[src/rtl/amdf_pkg.sv]
// Package for the addressed message deframer: parser states, message kinds,
// configuration register indexes. No dependencies.
`timescale 1ns / 1ps

package amdf_pkg;

    typedef enum logic [2:0] {
        ST_HUNT,
        ST_ADDR,
        ST_SUB,
        ST_LEN,
        ST_BODY,
        ST_SHOW
    } state_t;

    typedef logic [1:0] kind_t;

    localparam kind_t KIND_SYSTEM = 2'd0;
    localparam kind_t KIND_DEVICE = 2'd1;
    localparam kind_t KIND_PONG   = 2'd2;

    localparam int CFG_IDX_W = 3;
    typedef logic [CFG_IDX_W-1:0] cfg_idx_t;

    localparam cfg_idx_t CFG_START_MARKER = 3'd0;
    localparam cfg_idx_t CFG_SYSTEM_ADDR  = 3'd1;
    localparam cfg_idx_t CFG_DEVICE_ADDR  = 3'd2;
    localparam cfg_idx_t CFG_SUB_MIN      = 3'd3;
    localparam cfg_idx_t CFG_SUB_MAX      = 3'd4;
    localparam cfg_idx_t CFG_PING_COMMAND = 3'd5;

    localparam int MAX_RESULTS = 16;

endpackage

[src/rtl/addressed_message_deframer_unit.sv]
// Addressed message deframer: byte stream in, one request out per payload byte.
// Depends on amdf_pkg.
//
// Usage: received bytes enter on the s_ channel, one per request. The parser
// hunts for the start marker, checks the address and sub-address bytes against
// the configuration registers, takes the body length and writes the body
// (command byte, then payload) into a body memory with one write port and one
// registered read port. Frames with a bad address, bad sub-address, zero length
// or a length above MAX_BODY (or above 17) are dropped and hunting resumes.
// Throughput: while parsing, one byte is taken every cycle. After the final
// body byte, the first result appears on the m_ channel in the next cycle; each
// further result follows in the cycle after the previous one is taken, as the
// body memory read port streams the payload. A body of N bytes therefore
// gives max(N-1,1) results, and s_tready stays low until the last one is
// taken. A frame with no payload gives one result.
// When the receiver stalls, the current result holds and the read pointer
// waits. Reset returns the parser to hunting and loads the register defaults;
// the body memory is not cleared, since only entries of the current frame are
// shown. Configuration is written through cfg_we / cfg_index / cfg_data.
`timescale 1ns / 1ps

module addressed_message_deframer_unit #(
    parameter int MAX_BODY = 16
) (
    input  logic                          clk,
    input  logic                          rst_n,
    // configuration write port
    input  logic                          cfg_we,
    input  logic [amdf_pkg::CFG_IDX_W-1:0] cfg_index,
    input  logic [7:0]                    cfg_data,
    // byte input
    input  logic                          s_tvalid,
    output logic                          s_tready,
    input  logic [7:0]                    s_tdata,   // [7:0] rx_byte
    // result output
    output logic                          m_tvalid,
    input  logic                          m_tready,
    output logic [31:0]                   m_tdata,   // [7:0] sub_address, [15:8] command,
                                                     // [23:16] payload_byte,
                                                     // [24] payload_valid, rest zero
    output logic [1:0]                    m_tuser,   // [1:0] msg_kind
    output logic                          m_tlast    // last_of_message
);

    localparam int AW      = $clog2(MAX_BODY);
    localparam int CW      = $clog2(MAX_BODY + 1);
    localparam int LEN_MAX = (MAX_BODY < amdf_pkg::MAX_RESULTS + 1) ?
                             MAX_BODY : amdf_pkg::MAX_RESULTS + 1;

    amdf_pkg::state_t state_reg, state_next;

    logic [7:0] start_marker_reg;
    logic [7:0] system_addr_reg;
    logic [7:0] device_addr_reg;
    logic [7:0] sub_min_reg;
    logic [7:0] sub_max_reg;
    logic [7:0] ping_command_reg;

    logic                  is_system_reg, is_system_next;
    logic [7:0]            sub_reg, sub_next;
    logic [7:0]            cmd_reg, cmd_next;
    logic [CW-1:0]         len_reg, len_next;
    logic [CW-1:0]         count_reg, count_next;
    logic [AW-1:0]         ptr_reg, ptr_next;
    amdf_pkg::kind_t       kind_reg, kind_next;

    logic [7:0]            body_mem [MAX_BODY];
    logic [7:0]            rdata_reg;
    logic [AW-1:0]         rd_addr;
    logic [AW-1:0]         wr_addr;
    logic                  wr_en;

    logic                  in_acc;
    logic                  out_acc;
    logic [CW-1:0]         count_inc;
    logic [7:0]            cmd_src;
    logic                  pay_valid;
    logic                  last_res;

    assign in_acc    = s_tvalid && s_tready;
    assign out_acc   = m_tvalid && m_tready;
    assign count_inc = count_reg + CW'(1);
    assign cmd_src   = (count_reg == '0) ? s_tdata : cmd_reg;
    assign wr_addr   = count_reg[AW-1:0];
    assign wr_en     = in_acc && (state_reg == amdf_pkg::ST_BODY);
    assign pay_valid = (len_reg != CW'(1));
    assign last_res  = !pay_valid || ((CW'(ptr_reg) + CW'(1)) == len_reg);

    // configuration registers
    always_ff @(posedge clk or negedge rst_n)
    begin
        if (!rst_n)
        begin
            start_marker_reg <= 8'd77;
            system_addr_reg  <= 8'd0;
            device_addr_reg  <= 8'd1;
            sub_min_reg      <= 8'd1;
            sub_max_reg      <= 8'd8;
            ping_command_reg <= 8'd128;
        end
        else if (cfg_we)
        begin
            unique case (cfg_index)
                amdf_pkg::CFG_START_MARKER: start_marker_reg <= cfg_data;
                amdf_pkg::CFG_SYSTEM_ADDR:  system_addr_reg  <= cfg_data;
                amdf_pkg::CFG_DEVICE_ADDR:  device_addr_reg  <= cfg_data;
                amdf_pkg::CFG_SUB_MIN:      sub_min_reg      <= cfg_data;
                amdf_pkg::CFG_SUB_MAX:      sub_max_reg      <= cfg_data;
                amdf_pkg::CFG_PING_COMMAND: ping_command_reg <= cfg_data;
                default: ;
            endcase
        end
    end

    // body memory, read data registered, write forwarded to a same-edge read
    always_ff @(posedge clk)
    begin
        if (wr_en)
        begin
            body_mem[wr_addr] <= s_tdata;
        end
        if (wr_en && (wr_addr == rd_addr))
        begin
            rdata_reg <= s_tdata;
        end
        else
        begin
            rdata_reg <= body_mem[rd_addr];
        end
    end

    always_ff @(posedge clk or negedge rst_n)
    begin
        if (!rst_n)
        begin
            state_reg     <= amdf_pkg::ST_HUNT;
            is_system_reg <= 1'b0;
            sub_reg       <= 8'd0;
            len_reg       <= '0;
            count_reg     <= '0;
            ptr_reg       <= '0;
            cmd_reg       <= 8'd0;
            kind_reg      <= amdf_pkg::KIND_SYSTEM;
        end
        else
        begin
            state_reg     <= state_next;
            is_system_reg <= is_system_next;
            sub_reg       <= sub_next;
            len_reg       <= len_next;
            count_reg     <= count_next;
            ptr_reg       <= ptr_next;
            cmd_reg       <= cmd_next;
            kind_reg      <= kind_next;
        end
    end

    always_comb
    begin
        state_next     = state_reg;
        is_system_next = is_system_reg;
        sub_next       = sub_reg;
        len_next       = len_reg;
        count_next     = count_reg;
        ptr_next       = ptr_reg;
        cmd_next       = cmd_reg;
        kind_next      = kind_reg;
        rd_addr        = AW'(1);
        s_tready       = 1'b1;
        m_tvalid       = 1'b0;

        unique case (state_reg)
            amdf_pkg::ST_HUNT:
            begin
                if (in_acc && (s_tdata == start_marker_reg))
                begin
                    state_next = amdf_pkg::ST_ADDR;
                end
            end
            amdf_pkg::ST_ADDR:
            begin
                if (in_acc)
                begin
                    if (s_tdata == system_addr_reg)
                    begin
                        is_system_next = 1'b1;
                        state_next     = amdf_pkg::ST_SUB;
                    end
                    else if (s_tdata == device_addr_reg)
                    begin
                        is_system_next = 1'b0;
                        state_next     = amdf_pkg::ST_SUB;
                    end
                    else
                    begin
                        state_next = amdf_pkg::ST_HUNT;
                    end
                end
            end
            amdf_pkg::ST_SUB:
            begin
                if (in_acc)
                begin
                    if ((s_tdata == 8'd0) ||
                        ((s_tdata >= sub_min_reg) && (s_tdata <= sub_max_reg)))
                    begin
                        sub_next   = s_tdata;
                        state_next = amdf_pkg::ST_LEN;
                    end
                    else
                    begin
                        state_next = amdf_pkg::ST_HUNT;
                    end
                end
            end
            amdf_pkg::ST_LEN:
            begin
                if (in_acc)
                begin
                    if ((s_tdata == 8'd0) || (s_tdata > 8'(LEN_MAX)))
                    begin
                        state_next = amdf_pkg::ST_HUNT;
                    end
                    else
                    begin
                        len_next   = s_tdata[CW-1:0];
                        count_next = '0;
                        state_next = amdf_pkg::ST_BODY;
                    end
                end
            end
            amdf_pkg::ST_BODY:
            begin
                if (in_acc)
                begin
                    count_next = count_inc;
                    cmd_next   = cmd_src;
                    if (count_inc == len_reg)
                    begin
                        if (!is_system_reg)
                        begin
                            kind_next = amdf_pkg::KIND_DEVICE;
                        end
                        else if (cmd_src == ping_command_reg)
                        begin
                            kind_next = amdf_pkg::KIND_PONG;
                        end
                        else
                        begin
                            kind_next = amdf_pkg::KIND_SYSTEM;
                        end
                        ptr_next   = AW'(1);
                        state_next = amdf_pkg::ST_SHOW;
                    end
                end
            end
            amdf_pkg::ST_SHOW:
            begin
                s_tready = 1'b0;
                m_tvalid = 1'b1;
                rd_addr  = ptr_reg;
                if (out_acc)
                begin
                    if (last_res)
                    begin
                        state_next = amdf_pkg::ST_HUNT;
                    end
                    else
                    begin
                        ptr_next = ptr_reg + AW'(1);
                        rd_addr  = ptr_reg + AW'(1);
                    end
                end
            end
            default:
            begin
                state_next = amdf_pkg::ST_HUNT;
            end
        endcase
    end

    assign m_tdata = {7'd0, pay_valid, (pay_valid ? rdata_reg : 8'd0), cmd_reg, sub_reg};
    assign m_tuser = kind_reg;
    assign m_tlast = last_res;

    a_finish_shows: assert property (@(posedge clk) disable iff (!rst_n)
        (state_reg == amdf_pkg::ST_BODY && in_acc && count_inc == len_reg) |=> m_tvalid)
        else $error("final body byte did not start result output");

    a_last_ends: assert property (@(posedge clk) disable iff (!rst_n)
        (out_acc && m_tlast) |=> (!m_tvalid && s_tready))
        else $error("output continued after last result");

    a_len_bounds: assert property (@(posedge clk) disable iff (!rst_n)
        (state_reg == amdf_pkg::ST_BODY || state_reg == amdf_pkg::ST_SHOW) |->
        (len_reg != '0 && len_reg <= CW'(LEN_MAX)))
        else $error("body length out of range");

    a_ptr_bounds: assert property (@(posedge clk) disable iff (!rst_n)
        (m_tvalid && pay_valid) |-> (CW'(ptr_reg) < len_reg))
        else $error("read pointer beyond body");

endmodule

[config.mk]
export PLATFORM = sky130hd
export DESIGN_NAME = addressed_message_deframer_unit
export DESIGN_NICKNAME = d
export VERILOG_FILES = /design/src/rtl/amdf_pkg.sv /design/src/rtl/addressed_message_deframer_unit.sv
export SDC_FILE = /design/constraint.sdc
export NUM_CORES = 1
export LEC_CHECK = 0
export ABC_AREA = 0
export CAP_MARGIN = 15
export CORE_ASPECT_RATIO = 0.75
export CORE_UTILIZATION = 61
export CTS_BUF_LIST = sky130_fd_sc_hd__clkbuf_8
export DETAILED_ROUTE_END_ITERATION = 7
export DONT_BUFFER_PORTS = 1
export PLACE_DENSITY_LB_ADDON = 0.12
export SLEW_MARGIN = 20
export SYNTH_ARGS = -nofsm -noshare
export SYNTH_HDL_FRONTEND = slang
export SYNTH_SLANG_ARGS = --single-unit
[constraint.sdc]
create_clock -name clk -period 2.82 [get_ports clk]
set_input_delay 0.423 -clock clk [delete_from_list [all_inputs] [get_ports clk]]
set_output_delay 0.423 -clock clk [all_outputs]
set_load 0.1 [all_outputs]
* Yosys cells after proc, flatten, opt, wreduce, memory -nomap -nowiden
Memories as Yosys holds them, arrays and structs flattened. A register that Yosys moved wholly into a read port is not among the register bits.
Cells that the tools add are included.
** Word-level totals
- Register bits after elaboration :: 84
- Logic and storage cells :: 111
- Memories kept :: 1
- Memory bits (writable) :: 128
- Output and inout bits :: 37
- Input bits :: 24
** Cells by class
- Bitwise gates (word level) :: 1
- Equal/unequal tests :: 26
- Magnitude comparators :: 3
- Mux-type cells :: 33
- Add/sub/neg operators :: 3
- Reduce and logical (&&, ||, !) cells :: 30
** Memory list
- body_mem :: words 16, bits a word 8, rd ports 1, clocked after memory_dff 1, write ports 1, RTL line addressed_message_deframer_unit.sv:67 : logic [7:0] body_mem [MAX_BODY];
** Operators by type and width (count)
- $eq A8 B8 Y1 :: 4
- $mux W3 :: 9
- $mux W4 :: 5
- $pmux W3 S6 :: 1
- $mux W8 :: 2
- $ne A2 B2 Y1 const B :: 8
- $mux W5 :: 3
- $reduce_and A3 Y1 :: 5
- $reduce_and A2 Y1 :: 7
- $eq A3 B2 Y1 const B :: 4
- $eq A3 B3 Y1 const B :: 4
- $eq A5 B5 Y1 :: 2
- $mux W2 :: 5
- $pmux W5 S2 :: 1
- $ge A8 B8 Y1 :: 1
- $gt A8 B5 Y1 const B :: 1
- $le A8 B8 Y1 :: 1
- $logic_not A8 Y1 :: 1
- $pmux W4 S2 :: 1
- $reduce_and A8 Y1 :: 1
- $eq A3 B1 Y1 const B :: 2
- $logic_not A3 Y1 :: 2
- $mux W1 :: 6
- $reduce_bool A2 Y1 :: 3
- other kinds (11) :: 17

* Longest topological paths before layout
- Word-level depth :: 6
- Mapped depth :: 9
- Depth with buffers taken out :: 8

* Least setup slack after synthesis
No wires, ideal clock.
- Path kind :: register to output
- From :: register (tool-made name)
- To :: output port m_tdata[17]
- Slack :: -0.241 ns
- Arrival :: 2.638 ns
- Cell stages (with the launch flop) :: 6
- Cell sequence :: dfxtp_1 clkbuf_1 buf_2 mux4_2 mux4_2 nor2b_1
** RTL lines
- end, declared :: RTL line addressed_message_deframer_unit.sv:38 : output logic [31:0] m_tdata,

==> impl_metrics.yaml <==
sta:
  final_hold_viol_count: 0
  slew_headroom_pct: 39.4
  timing.final.ws_setup_ps: -137
  fin_skew_ps: 21.6
  tns_ps: -973
  finalSetupViolCount: 9
  fin_crit_sh_pct: 105
  period_minus_slack_ps: 2960
  rsz0062_at_grt: "yes"
  finalMaxSlewViolations: 0
  fmax_ghz: 0.338
  worst_pin_slew_ps: 909
placed_design:
  dpl.hpwl_mm: 13.3
  gp_congestion: 0.841
  place_worst_setup_slack_ps: 194
  portBuffers: 0
clocking:
  tritoncts: "built"
  clock_latency_ps: 510
  clkTransAtPathRegs_ps: 60
  cts_root_buffer: "clkbuf_8"
  clockBufferDepth: 3
  htreeDepth: 2
  numCtsBuffers: 34
  clkSinkCount: 216
route:
  drtIter0Drc: 516
  routedWlPerCell_um: 23.8
  antenna_left: 0
  drc: 0
  routed_wl_mm: 21.8
  firstDrtPassIters: 5
  avgViaCountPerCell: 6.17
  vias: 5653
floorplanning:
  rows: 39
  die_y_um: 111
  die-area_um2: 16400
  io_pins: 61
  initial_core_util_pct: 63.2
  core-area_um2: 15400
  die_width_um: 148
worst_setup_path:
  r2r-start: "ptr_reg[1]"
  crit_required_ps: 2400
  end_kind: "output port"
  crit_arrival_ps: 2530
  critPathLaunchType: "register"
  cp_max_fo: 8
  path_class: "reg -> out"
finish:
  multi_input_area_um2: 3520
  largest-register: "body_mem"
  drive_gt1_share_pct: 30.1
  syn2layout_area_growth_pct: 15.1
  fillCellCount: 950
  post-route-util_pct: 72.7
  nets: 731
  ff_latch_area_um2: 6040
  layout_commonest_cell: "edfxtp_1"
  largest_reg_flops: 128
  n_antenna_cell: 0
  layout_common_cells: "128 x edfxtp_1, 75 x dfrtp_1, 57 x mux2_2"
global_routing:
  use_met1_pct: 41.8
  grt-busiest-layer: "met1"
  grt_max_degree: 85
  met3_usage_pct: 7.41
  antenna_found_initial: 0
  grt_overflow_total: 0
  met2_usage_pct: 40.8
  gr-usage-all-layers_pct: 27.8
  grt_pass1_vias: 5779
  grt_pass1_wl_mm: 33.4
synthesis:
  async_reset_ff_share_pct: 38.9
  syn_area_um2: 9710
  netlist.area_leader.share_pct: 39.6
  yosys.area.top_type: "edfxtp_1"
  syn_avg_cell_area_um2: 15.5
  synth_edf_count: 128
  synthFlopType: "edfxtp_1"
  synthCells: 628
  ys_seq_elements: 216
  synth_cell_types: 60
  ys_seq_area_share_pct: 62.1
  yosys-top-cells-area: "edfxtp_1 40%, dfrtp_1 20%, mux4_2 9.3%"
  ys_warn_count: 0
run_status:
  status: "finished, violations left"
  violations: "setup timing"
hold_path:
  hp-start: "s_tdata[7]"
  hold_path.class: "in -> reg"
power:
  leakage_nw: 4.37
  ir_worst_vdd_mv: 0.441
  powerDensity_nw_per_um2: 865
flow_run:
  cap_violations: 0
metal layers:
metal	routed length, um	part of all wire (%)
met5	0	0
met4	197	0.91
met3	1990	9.1
met2	9780	45
met1	9790	45
power breakdown:
group / total [mW] / internal (mW) / switching [mW]
Combinational: 3.25 / 1.36 / 1.88
Clock: 2.47 / 1.29 / 1.18
Sequential: 3.96 / 3.67 / 0.287
Total: 9.67 / 6.32 / 3.35
cells in the mapped netlist (2+ instances only):
master       n
dfrtp_1     76
o41ai_1      2
clkbuf_1    21
and3b_1      2
mux2_1       3
nand2_1     26
buf_4        8
nand2b_1     8
or2_2        3
nor3_1       3
mux2_2      57
dfstp_2      8
a22oi_1      2
a21oi_1      7
nor2_1      25
mux4_2      40
inv_1       25
edfxtp_1   128
mux2i_1      9
and2_1       2
buf_2        5
a2111oi_4    2
nand4_1      9
nor4_1       6
o31ai_1      2
o21ai_0     19
nand3_1      9
dfxtp_1      4
and3_1       9
xor2_1      28
ha_1        21
xnor2_1     18
o22ai_1      3
nor2b_1     12
kinds of logic (layout without fill, tap and decap cells):
| logic type | after synthesis | in the layout | synth area share [%] |
|---|---|---|---|
| other cells | 1 | 7 | 0.0386 |
| mux | 110 | 110 | 17.3 |
| simple gates | 125 | 125 | 7.11 |
| flops | 216 | 216 | 62.1 |
| buf+inv | 60 | 137 | 2.69 |
| fa+ha+maj | 21 | 21 | 2.70 |
| compound gates | 47 | 47 | 3.39 |
| xor+xnor | 48 | 48 | 4.62 |
layout make-up:
type                       instances  area share [%]
timing repair buffer              51            5.62
clock inverter                    21           0.806
clock buffer                      40            4.92
sequential                       216            54.0
tap                              205            2.29
inverter                          25           0.839
multi-input combinational        358            31.5
worst paths after layout:
kind	endpoint	slack, ps	depth (start not counted)
min reg2reg	sub_min_reg[1]	510	1
min	body_mem[4][7]	30	0
max	m_tdata[22]	-140	5
min in group asynchronous	sub_reg[6]	500	2
max in group asynchronous	start_marker_reg[3]	1930	2
max reg2reg	ptr_reg[1]	260	9
critical path, stage by stage (launching register included):
cell	delay (ps)
dfxtp_4	410
buf_12	160
mux4_2	560
mux4_2	550
nor2b_4	170
buf_12	170
timing repair:
item,4_1_cts,5_1_grt
hold endpoints to repair,84,85
pin swaps,2,2
hold buffers,2,8
setup buffers,4,1
gates resized for setup,15,0
endpoints found under the setup margin,9,9
gates cloned,3,0
per-stage QoR:
step / area (um2) / instances / hold WS [ps] / power [mW]
floorplan: 9760 / 634 / 127 / 6.20
global placement: 10300 / 838 / 129 / 6.89
detailed placement: 10300 / 838 / 129 / 6.98
CTS: 11100 / 908 / 8.10 / 9.67
global route: 11200 / 916 / 0.474 / 10.1
finish: 11200 / 916 / 28.0 / 9.67
Note: power is estimated with default switching activity, not from simulation.
